### src/hdl/scp_pkg.sv
// Shared types and constants for the serial command parser.
// No dependencies; used by serial_command_parser_top.
package scp_pkg;

	localparam logic [15:0] PWM_FS_RESET = 16'd255;

	// floor(pct * 255 / 100) == (pct * DUTY_RECIP) >> DUTY_SHIFT for pct < 256
	localparam int           DUTY_SHIFT = 16;
	localparam logic [17:0]  DUTY_RECIP = 18'd167117;

	localparam logic REPLY_ACK = 1'b0;
	localparam logic REPLY_ERR = 1'b1;

	localparam logic [7:0] CH_0 = 8'h30;
	localparam logic [7:0] CH_1 = 8'h31;
	localparam logic [7:0] CH_3 = 8'h33;
	localparam logic [7:0] CH_4 = 8'h34;
	localparam logic [7:0] CH_5 = 8'h35;
	localparam logic [7:0] CH_9 = 8'h39;
	localparam logic [7:0] CH_C = 8'h43;
	localparam logic [7:0] CH_D = 8'h44;
	localparam logic [7:0] CH_F = 8'h46;
	localparam logic [7:0] CH_H = 8'h48;
	localparam logic [7:0] CH_L = 8'h4C;
	localparam logic [7:0] CH_N = 8'h4E;
	localparam logic [7:0] CH_O = 8'h4F;
	localparam logic [7:0] CH_S = 8'h53;

	localparam logic [1:0] MODE_OFF    = 2'd0;
	localparam logic [1:0] MODE_BANNER = 2'd1;
	localparam logic [1:0] MODE_SPEED  = 2'd2;
	localparam logic [1:0] MODE_SPDTMP = 2'd3;

	typedef struct packed {
		logic [7:0] rx_byte;
		logic       switch_level;
	} scp_in_t;

	typedef struct packed {
		logic        reply;
		logic        led_on;
		logic        switch_latched;
		logic [3:0]  digit_select;
		logic [6:0]  segment_pattern;
		logic [1:0]  display_mode;
		logic [15:0] fan_duty;
		logic [15:0] heater_duty;
	} scp_out_t;

	// segments g..a for decimal digits
	function automatic logic [6:0] seg_of(input logic [3:0] d);
		logic [6:0] s;
		case (d)
			4'd0: s = 7'h3F;
			4'd1: s = 7'h06;
			4'd2: s = 7'h5B;
			4'd3: s = 7'h4F;
			4'd4: s = 7'h66;
			4'd5: s = 7'h6D;
			4'd6: s = 7'h7D;
			4'd7: s = 7'h27;
			4'd8: s = 7'h7F;
			4'd9: s = 7'h6F;
			default: s = 7'h00;
		endcase
		return s;
	endfunction

endpackage

### src/hdl/serial_command_parser_top.sv
// Serial command parser: byte-wide command decoder with output registers.
// Depends on scp_pkg.
//
// Usage:
//   in channel (in_valid/in_ready/in_data): one received character per word,
//   with the current switch level alongside.
//   out channel (out_valid/out_ready/out_data): one word per completed command
//   (reply ACK) or per unexpected character (reply ERR, parser back to idle);
//   each word carries all output registers after the character took effect.
//   cfg channel (cfg_valid/cfg_ready/cfg_data): PWM full-scale count, always
//   ready; write only while the parser is quiet.
// Flow: a taken word is held in the input register, decoded there, and its
// result is registered in the result register for out_data. Throughput: one
// word per cycle unless a held result stalls, set by the single decode stage
// between the input register and the result register.
// Reset: idle, out_valid and state zero except display mode 1, full scale 255.
// Stall: a held result keeps the input register full; a word that yields no
// result still passes. in_ready drops only when both registers are full and
// the output is not taken.
module serial_command_parser_top
	import scp_pkg::*;
(
	input  logic        clk,
	input  logic        arst_n,
	input  logic        in_valid,
	output logic        in_ready,
	input  scp_in_t     in_data,
	output logic        out_valid,
	input  logic        out_ready,
	output scp_out_t    out_data,
	input  logic        cfg_valid,
	output logic        cfg_ready,
	input  logic [15:0] cfg_data
);

	typedef enum logic [4:0] {
		ST_IDLE, ST_L, ST_LS, ST_LC, ST_S, ST_D, ST_DN, ST_LCD, ST_LCDO,
		ST_LCDOF, ST_C, ST_SS, ST_SS1, ST_SS2, ST_H, ST_HS, ST_HS0, ST_HS1
	} state_t;

	state_t      state_q, state_d;
	logic [7:0]  acc_q, acc_d;
	logic [1:0]  chosen_q, chosen_d;
	logic        led_q, led_d;
	logic        sw_q, sw_d;
	logic [3:0]  sel_q, sel_d;
	logic [6:0]  pat_q, pat_d;
	logic [1:0]  mode_q, mode_d;
	logic [15:0] fan_q, fan_d;
	logic [15:0] heat_q, heat_d;
	logic [15:0] fs_q;

	logic        valid_s1;
	scp_in_t     item_s1;
	logic        out_valid_q;
	scp_out_t    out_q;

	logic        ack, err, has_result, adv_s1;
	logic [7:0]  c;
	logic [3:0]  dig;
	logic [7:0]  pct;
	logic [25:0] prod;
	logic [8:0]  scaled;
	logic [15:0] duty;

	assign c   = item_s1.rx_byte;
	assign dig = c[3:0];
	assign pct = acc_q + {4'd0, dig};

	assign prod   = {18'd0, pct} * {8'd0, DUTY_RECIP};
	assign scaled = prod[DUTY_SHIFT +: 9];
	assign duty   = ({7'd0, scaled} > fs_q) ? fs_q : {7'd0, scaled};

	always_comb begin
		state_d  = ST_IDLE;
		acc_d    = acc_q;
		chosen_d = chosen_q;
		led_d    = led_q;
		sw_d     = sw_q;
		sel_d    = sel_q;
		pat_d    = pat_q;
		mode_d   = mode_q;
		fan_d    = fan_q;
		heat_d   = heat_q;
		ack      = 1'b0;
		err      = 1'b0;
		case (state_q)
			ST_IDLE: begin
				if (c == CH_L) state_d = ST_L;
				else if (c == CH_S) state_d = ST_S;
				else if (c == CH_D) state_d = ST_D;
				else if (c == CH_C) state_d = ST_C;
				else if (c == CH_H) state_d = ST_H;
				else err = 1'b1;
			end
			ST_L: begin
				if (c == CH_S) state_d = ST_LS;
				else if (c == CH_C) state_d = ST_LC;
				else err = 1'b1;
			end
			ST_LS: begin
				if (c == CH_4) begin
					led_d = 1'b1;
					ack   = 1'b1;
				end else err = 1'b1;
			end
			ST_LC: begin
				if (c == CH_4) begin
					led_d = 1'b0;
					ack   = 1'b1;
				end else if (c == CH_D) state_d = ST_LCD;
				else err = 1'b1;
			end
			ST_S: begin
				if (c == CH_3) begin
					sw_d = item_s1.switch_level;
					ack  = 1'b1;
				end else if (c == CH_S) state_d = ST_SS;
				else err = 1'b1;
			end
			ST_D: begin
				if (c inside {[CH_1:CH_4]}) begin
					chosen_d = c[1:0] - 2'd1;
					state_d  = ST_DN;
				end else err = 1'b1;
			end
			ST_DN: begin
				if (c == CH_C) begin
					sel_d = 4'd0;
					pat_d = 7'd0;
					ack   = 1'b1;
				end else if (c inside {[CH_0:CH_9]}) begin
					sel_d = 4'b1000 >> chosen_q;
					pat_d = seg_of(dig);
					ack   = 1'b1;
				end else err = 1'b1;
			end
			ST_LCD: begin
				if (c == CH_O) state_d = ST_LCDO;
				else err = 1'b1;
			end
			ST_LCDO: begin
				if (c == CH_N) begin
					mode_d = MODE_BANNER;
					ack    = 1'b1;
				end else if (c == CH_F) state_d = ST_LCDOF;
				else err = 1'b1;
			end
			ST_LCDOF: begin
				if (c == CH_F) begin
					mode_d = MODE_OFF;
					ack    = 1'b1;
				end else err = 1'b1;
			end
			ST_C: begin
				if (c == CH_S) begin
					mode_d = MODE_SPEED;
					ack    = 1'b1;
				end else err = 1'b1;
			end
			ST_SS: begin
				if (c inside {[CH_0:CH_1]}) begin
					acc_d   = c[0] ? 8'd100 : 8'd0;
					state_d = ST_SS1;
				end else err = 1'b1;
			end
			ST_SS1: begin
				if (c inside {[CH_0:CH_9]}) begin
					acc_d   = acc_q + {dig, 3'b000} + {3'd0, dig, 1'b0};
					state_d = ST_SS2;
				end else err = 1'b1;
			end
			ST_SS2: begin
				if (c inside {[CH_0:CH_9]}) begin
					fan_d  = duty;
					mode_d = MODE_OFF;
					ack    = 1'b1;
				end else err = 1'b1;
			end
			ST_H: begin
				if (c == CH_S) state_d = ST_HS;
				else if (c == CH_C) begin
					mode_d = MODE_SPDTMP;
					ack    = 1'b1;
				end else err = 1'b1;
			end
			ST_HS: begin
				if (c == CH_0) begin
					acc_d   = 8'd0;
					state_d = ST_HS0;
				end else err = 1'b1;
			end
			ST_HS0: begin
				if (c inside {[CH_0:CH_5]}) begin
					acc_d   = {1'b0, dig, 3'b000} + {3'd0, dig, 1'b0};
					state_d = ST_HS1;
				end else err = 1'b1;
			end
			ST_HS1: begin
				if (c inside {[CH_0:CH_9]}) begin
					heat_d = duty;
					mode_d = MODE_OFF;
					ack    = 1'b1;
				end else err = 1'b1;
			end
			default: err = 1'b1;
		endcase
	end

	assign has_result = ack | err;
	assign adv_s1     = valid_s1 & (~out_valid_q | out_ready | ~has_result);
	assign in_ready   = ~valid_s1 | adv_s1;
	assign cfg_ready  = 1'b1;
	assign out_valid  = out_valid_q;
	assign out_data   = out_q;

	always_ff @(posedge clk or negedge arst_n) begin
		if (!arst_n) begin
			valid_s1    <= 1'b0;
			out_valid_q <= 1'b0;
			state_q     <= ST_IDLE;
			acc_q       <= 8'd0;
			chosen_q    <= 2'd0;
			led_q       <= 1'b0;
			sw_q        <= 1'b0;
			sel_q       <= 4'd0;
			pat_q       <= 7'd0;
			mode_q      <= MODE_BANNER;
			fan_q       <= 16'd0;
			heat_q      <= 16'd0;
			fs_q        <= PWM_FS_RESET;
		end else begin
			if (cfg_valid) fs_q <= cfg_data;
			if (in_ready) valid_s1 <= in_valid;
			if (out_valid_q && out_ready) out_valid_q <= 1'b0;
			if (adv_s1) begin
				state_q  <= state_d;
				acc_q    <= acc_d;
				chosen_q <= chosen_d;
				led_q    <= led_d;
				sw_q     <= sw_d;
				sel_q    <= sel_d;
				pat_q    <= pat_d;
				mode_q   <= mode_d;
				fan_q    <= fan_d;
				heat_q   <= heat_d;
				if (has_result) out_valid_q <= 1'b1;
			end
		end
	end

	// payload registers, no reset
	always_ff @(posedge clk) begin
		if (in_ready && in_valid) item_s1 <= in_data;
		if (adv_s1 && has_result) begin
			out_q.reply           <= err ? REPLY_ERR : REPLY_ACK;
			out_q.led_on          <= led_d;
			out_q.switch_latched  <= sw_d;
			out_q.digit_select    <= sel_d;
			out_q.segment_pattern <= pat_d;
			out_q.display_mode    <= mode_d;
			out_q.fan_duty        <= fan_d;
			out_q.heater_duty     <= heat_d;
		end
	end

endmodule
### config.mk
export PLATFORM = sky130hd
export DESIGN_NAME = serial_command_parser_top
export DESIGN_NICKNAME = d
export VERILOG_FILES = /design/src/hdl/scp_pkg.sv /design/src/hdl/serial_command_parser_top.sv
export SDC_FILE = /design/constraint.sdc
export NUM_CORES = 1
export LEC_CHECK = 0
export BUFFER_PORTS_ARGS = -buffer_cell sky130_fd_sc_hd__buf_2
export CORE_UTILIZATION = 35
export CTS_BUF_LIST = sky130_fd_sc_hd__clkbuf_4
export CTS_CLUSTER_SIZE = 8
export DETAILED_ROUTE_END_ITERATION = 12
export PLACE_DENSITY = 0.54
export SLEW_MARGIN = 10
export SYNTH_ARGS = -nofsm -noshare
export SYNTH_HDL_FRONTEND = slang
export SYNTH_SLANG_ARGS = --single-unit
### constraint.sdc
create_clock -name clk -period 17.05 [get_ports clk]
set_input_delay 0.8525 -clock clk [delete_from_list [all_inputs] [get_ports clk]]
set_output_delay 0.8525 -clock clk [all_outputs]
set_load 0.05 [all_outputs]
==> results by group <==
Status
  • Status: complete, no violations

Synth
  • Async set-or-reset flop fraction in the synthesized netlist: 55.56%
  • Post-synthesis area per instance: 10.32 sq um
  • Synthesized netlist cell count: 901
  • Synth Net Count: 1051
  • Synth top cells by count: 95 x ha_1, 88 x o21ai_0, 77 x inv_1, 75 x nand2_1, 71 x dfrtp_1
  • Multiplexer share of the synthesized area: 4.009%
  • Post-synth cell types: 81
  • Top-area cell type share of the netlist area: 19.10%
  • Main combinational cell family by area after synthesis: adder cells
  • Count leader, synth: ha_1
  • Post-synthesis compound-gate area fraction: 14.34%
  • Sequential element share of the synthesized area: 41.55%
  • XOR/XNOR Fraction of Synth Area: 2.731%
  • Post-Syn Area: 9301 sq um
  • Synth top area cells: dfrtp_1 19%, edfxtp_1 18%, ha_1 13%
  • Synth warn: 0
  • Number of synthesized register bits: 144
  • Post-synth EDFFs: 57
  • Cell taking the most area after synthesis: dfrtp_1
  • Synth Area in Adders: 18.16%
  • Synth Area in Simple Gates: 14.25%
  • Ys flop type: dfrtp_1

Routing
  • Final ANT Viol Nets: 0
  • Vias/cell: 5.116
  • Vias: 6764
  • Routed Wire Length: 20940 um
  • DR iter-0 viols: 421
  • DRC: 0
  • Initial DRT Pass Iterations: 5
  • WL/cell: 15.84 um

Die
  • Io pins: 81
  • Rows: 59
  • Initial Util: 35.69%
  • Chip height: 165.0 um
  • Core Footprint: 26060 sq um
  • Die area: 27230 sq um
  • Die width: 165.0 um

Worst hold path
  • HP Class: input port to async pin

Placement
  • I/O Buffers: 79
  • GP Congestion: 0.9215
  • Placed Cells: 1289
  • Cell Area, Placed: 10030 sq um
  • HPWL after DPL: 15430 um

Global route
  • Remaining Overflow, GRT: 0
  • Vias in the first global route: 6607
  • Largest net degree at the start of global routing: 70
  • Antenna violations before repair: 1
  • Total track usage: 16.05%
  • First-pass GRT wire length: 34250 um

Power
  • Gate power share: 29.4%
  • Seq pwr share: 45.2%
  • Leak pwr: 4.771 nW
  • Pwr per Cell Area: 86.41 nW/um^2
  • Sw frac: 37.92%
  • Clock power share: 25.5%
  • Maximum vdd ir drop: 0.05779 mV
  • Tot Pwr: 0.0008915 W
  • Pint: 0.0005534 W
  • P_sw: 0.0003381 W

Critical path
  • Crit end category: flip-flop
  • Crit path arrival time: 8.47 ns
  • CP startpoint: c[0]$_DFFE_PP_
  • Slowest CP cell: edfxtp_1
  • R2r startpoint: c[0]$_DFFE_PP_
  • Critical Path RT: 17.33 ns
  • Setup CP Type: flip-flop to flip-flop
  • Startpoint types: flip-flop
  • CP peak stage delay: 0.60 ns
  • CP max FO: 18

Finish
  • Area Growth Syn to Fin: 10.92%
  • Register area: 3865 sq um
  • Share of layout cells above drive strength 1: 18.05%
  • Utilization after layout: 39.59%
  • Post-layout nets: 1123
  • Non-filler cells, final: 1322
  • Final instance area: 10320 sq um
  • Filler cells: 2597
  • Area occupied by multi-input gates: 4994 sq um

Timing
  • Fmax: 122.0 MHz
  • Period minus WS final: 8.195 ns
  • Skew final: 0.02851 ns
  • Final setup viols: 0
  • Slew Limit Fails: 0
  • RSZ-0062 raised after global routing: no
  • Final hold vios: 0
  • Max_slew headroom: 28.79%
  • Setup TNS: 0 ns
  • Final Cycle Share: 48.07%
  • Slew at the pin closest to its max-slew limit: 1.065 ns

Clock tree
  • Worst skew pair latency: 0.57 ns
  • Clock Pin Slew Worst Setup and Hold Paths: 0.16 ns
  • CTS sink count: 144
  • Htree depth: 4
  • Post_cts resized: 0
  • Hold Buf Count CTS: 0
  • CTS tree: yes
  • Clock buffer count from CTS: 17
  • CTS Buffer Depth: 2
  • Setup bufs post-CTS: 0
  • Root buffer cell: clkbuf_4

Job
  • MaxCap Viol Count: 0
[critical path, delay by kind of cell, from the launching register on]
family          cells  cell delay [ns]
flops               1             0.60
compound gates     12             2.52
simple gates        4             1.06
fa+ha+maj           8             3.03
buf+inv             2             0.18
xor+xnor            2             0.50
[registers in the layout, indices dropped and copies added, names as in the netlist, named ones only]
name,count
item_s1,1
c,8
chosen_q,2
out_valid,1
led_q,1
fs_q,16
valid_s1,1
acc_q,8
heat_q,16
fan_q,16
state_q,5
pat_q,7
sw_q,1
mode_q,2
sel_q,4
out_data,48
[worst paths after layout]
path                            cells after the start                 endpoint  slack, ns
min in group clk                                    1     item_s1[0]$_DFFE_PP_       0.47
max in group asynchronous                           2  chosen_q[0]$_DFFE_PN0P_      15.76
worst max-delay path                               28    out_data[1]$_DFFE_PP_       8.85
worst min register to register                      1    fan_q[13]$_DFFE_PN0P_       0.49
worst max register to register                     28    out_data[1]$_DFFE_PP_       8.85
worst min-delay path                                1     fs_q[13]$_DFFE_PN0P_       0.08
[cells by family (layout without fill, tap and decap cells)]
| logic type | count (synthesis) | after routing |
|---|---|---|
| multiplexers | 30 | 30 |
| other | 1 | 2 |
| AO/OA/AOI/OAI | 214 | 214 |
| XOR/XNOR | 29 | 29 |
| AND/OR/NAND/NOR | 251 | 251 |
| buffers and inverters | 112 | 197 |
| adder cells (fa/ha/maj) | 120 | 120 |
| flip-flops | 144 | 144 |
[layout by cell type (no fill, tap or decap), types with 18 or more instances in the layout]
master    netlist  final
clkbuf_4        0     18
ha_1           95     95
fa_1           25     25
dfrtp_1        71     71
and2_1         29     29
edfxtp_1       57     57
xnor2_1        19     19
nor2_1         41     40
nand2_1        75     75
o21ai_0        88     88
buf_2           3     78
nand3_1        21     21
inv_1          77     77
a21oi_1        35     35
[layer usage]
metal | track usage (%) | routed length (um)
met5 | 0 | 0
met4 | 4.796 | 304
met3 | 2.788 | 856
met2 | 24.80 | 9207
met1 | 22.76 | 10580
[layout make-up]
| class | count | share of cell area (%) |
|---|---|---|
| diodes | 1 | 0.02425 |
| clock buffers | 18 | 1.310 |
| clock inverters | 14 | 1.431 |
| inverters | 77 | 2.801 |
| multi-input cells | 645 | 48.40 |
| flip-flops and latches | 144 | 37.46 |
| well taps | 335 | 4.063 |
| repair buffers | 88 | 4.511 |
[stage by stage]
step           worst slack (ns)  hold slack, ns
6_report                  8.855         0.08277
5_1_grt                   8.181         0.03962
4_1_cts                   8.820         0.02348
3_5_place_dp              8.827          0.4623
3_3_place_gp              8.949          0.4604
2_1_floorplan             9.881          0.4442
[power by group through the flow]
stage / Combinational, W / Clock (W) / Sequential, W
2_1_floorplan: 0.000145 / 0 / 0.000461
3_3_place_gp: 0.000263 / 0 / 0.000410
3_5_place_dp: 0.000263 / 0 / 0.000410
4_1_cts: 0.000265 / 0.000234 / 0.000403
5_1_grt: 0.000294 / 0.000247 / 0.000406
6_report: 0.000262 / 0.000227 / 0.000403
(Power assumes the default switching activity.)
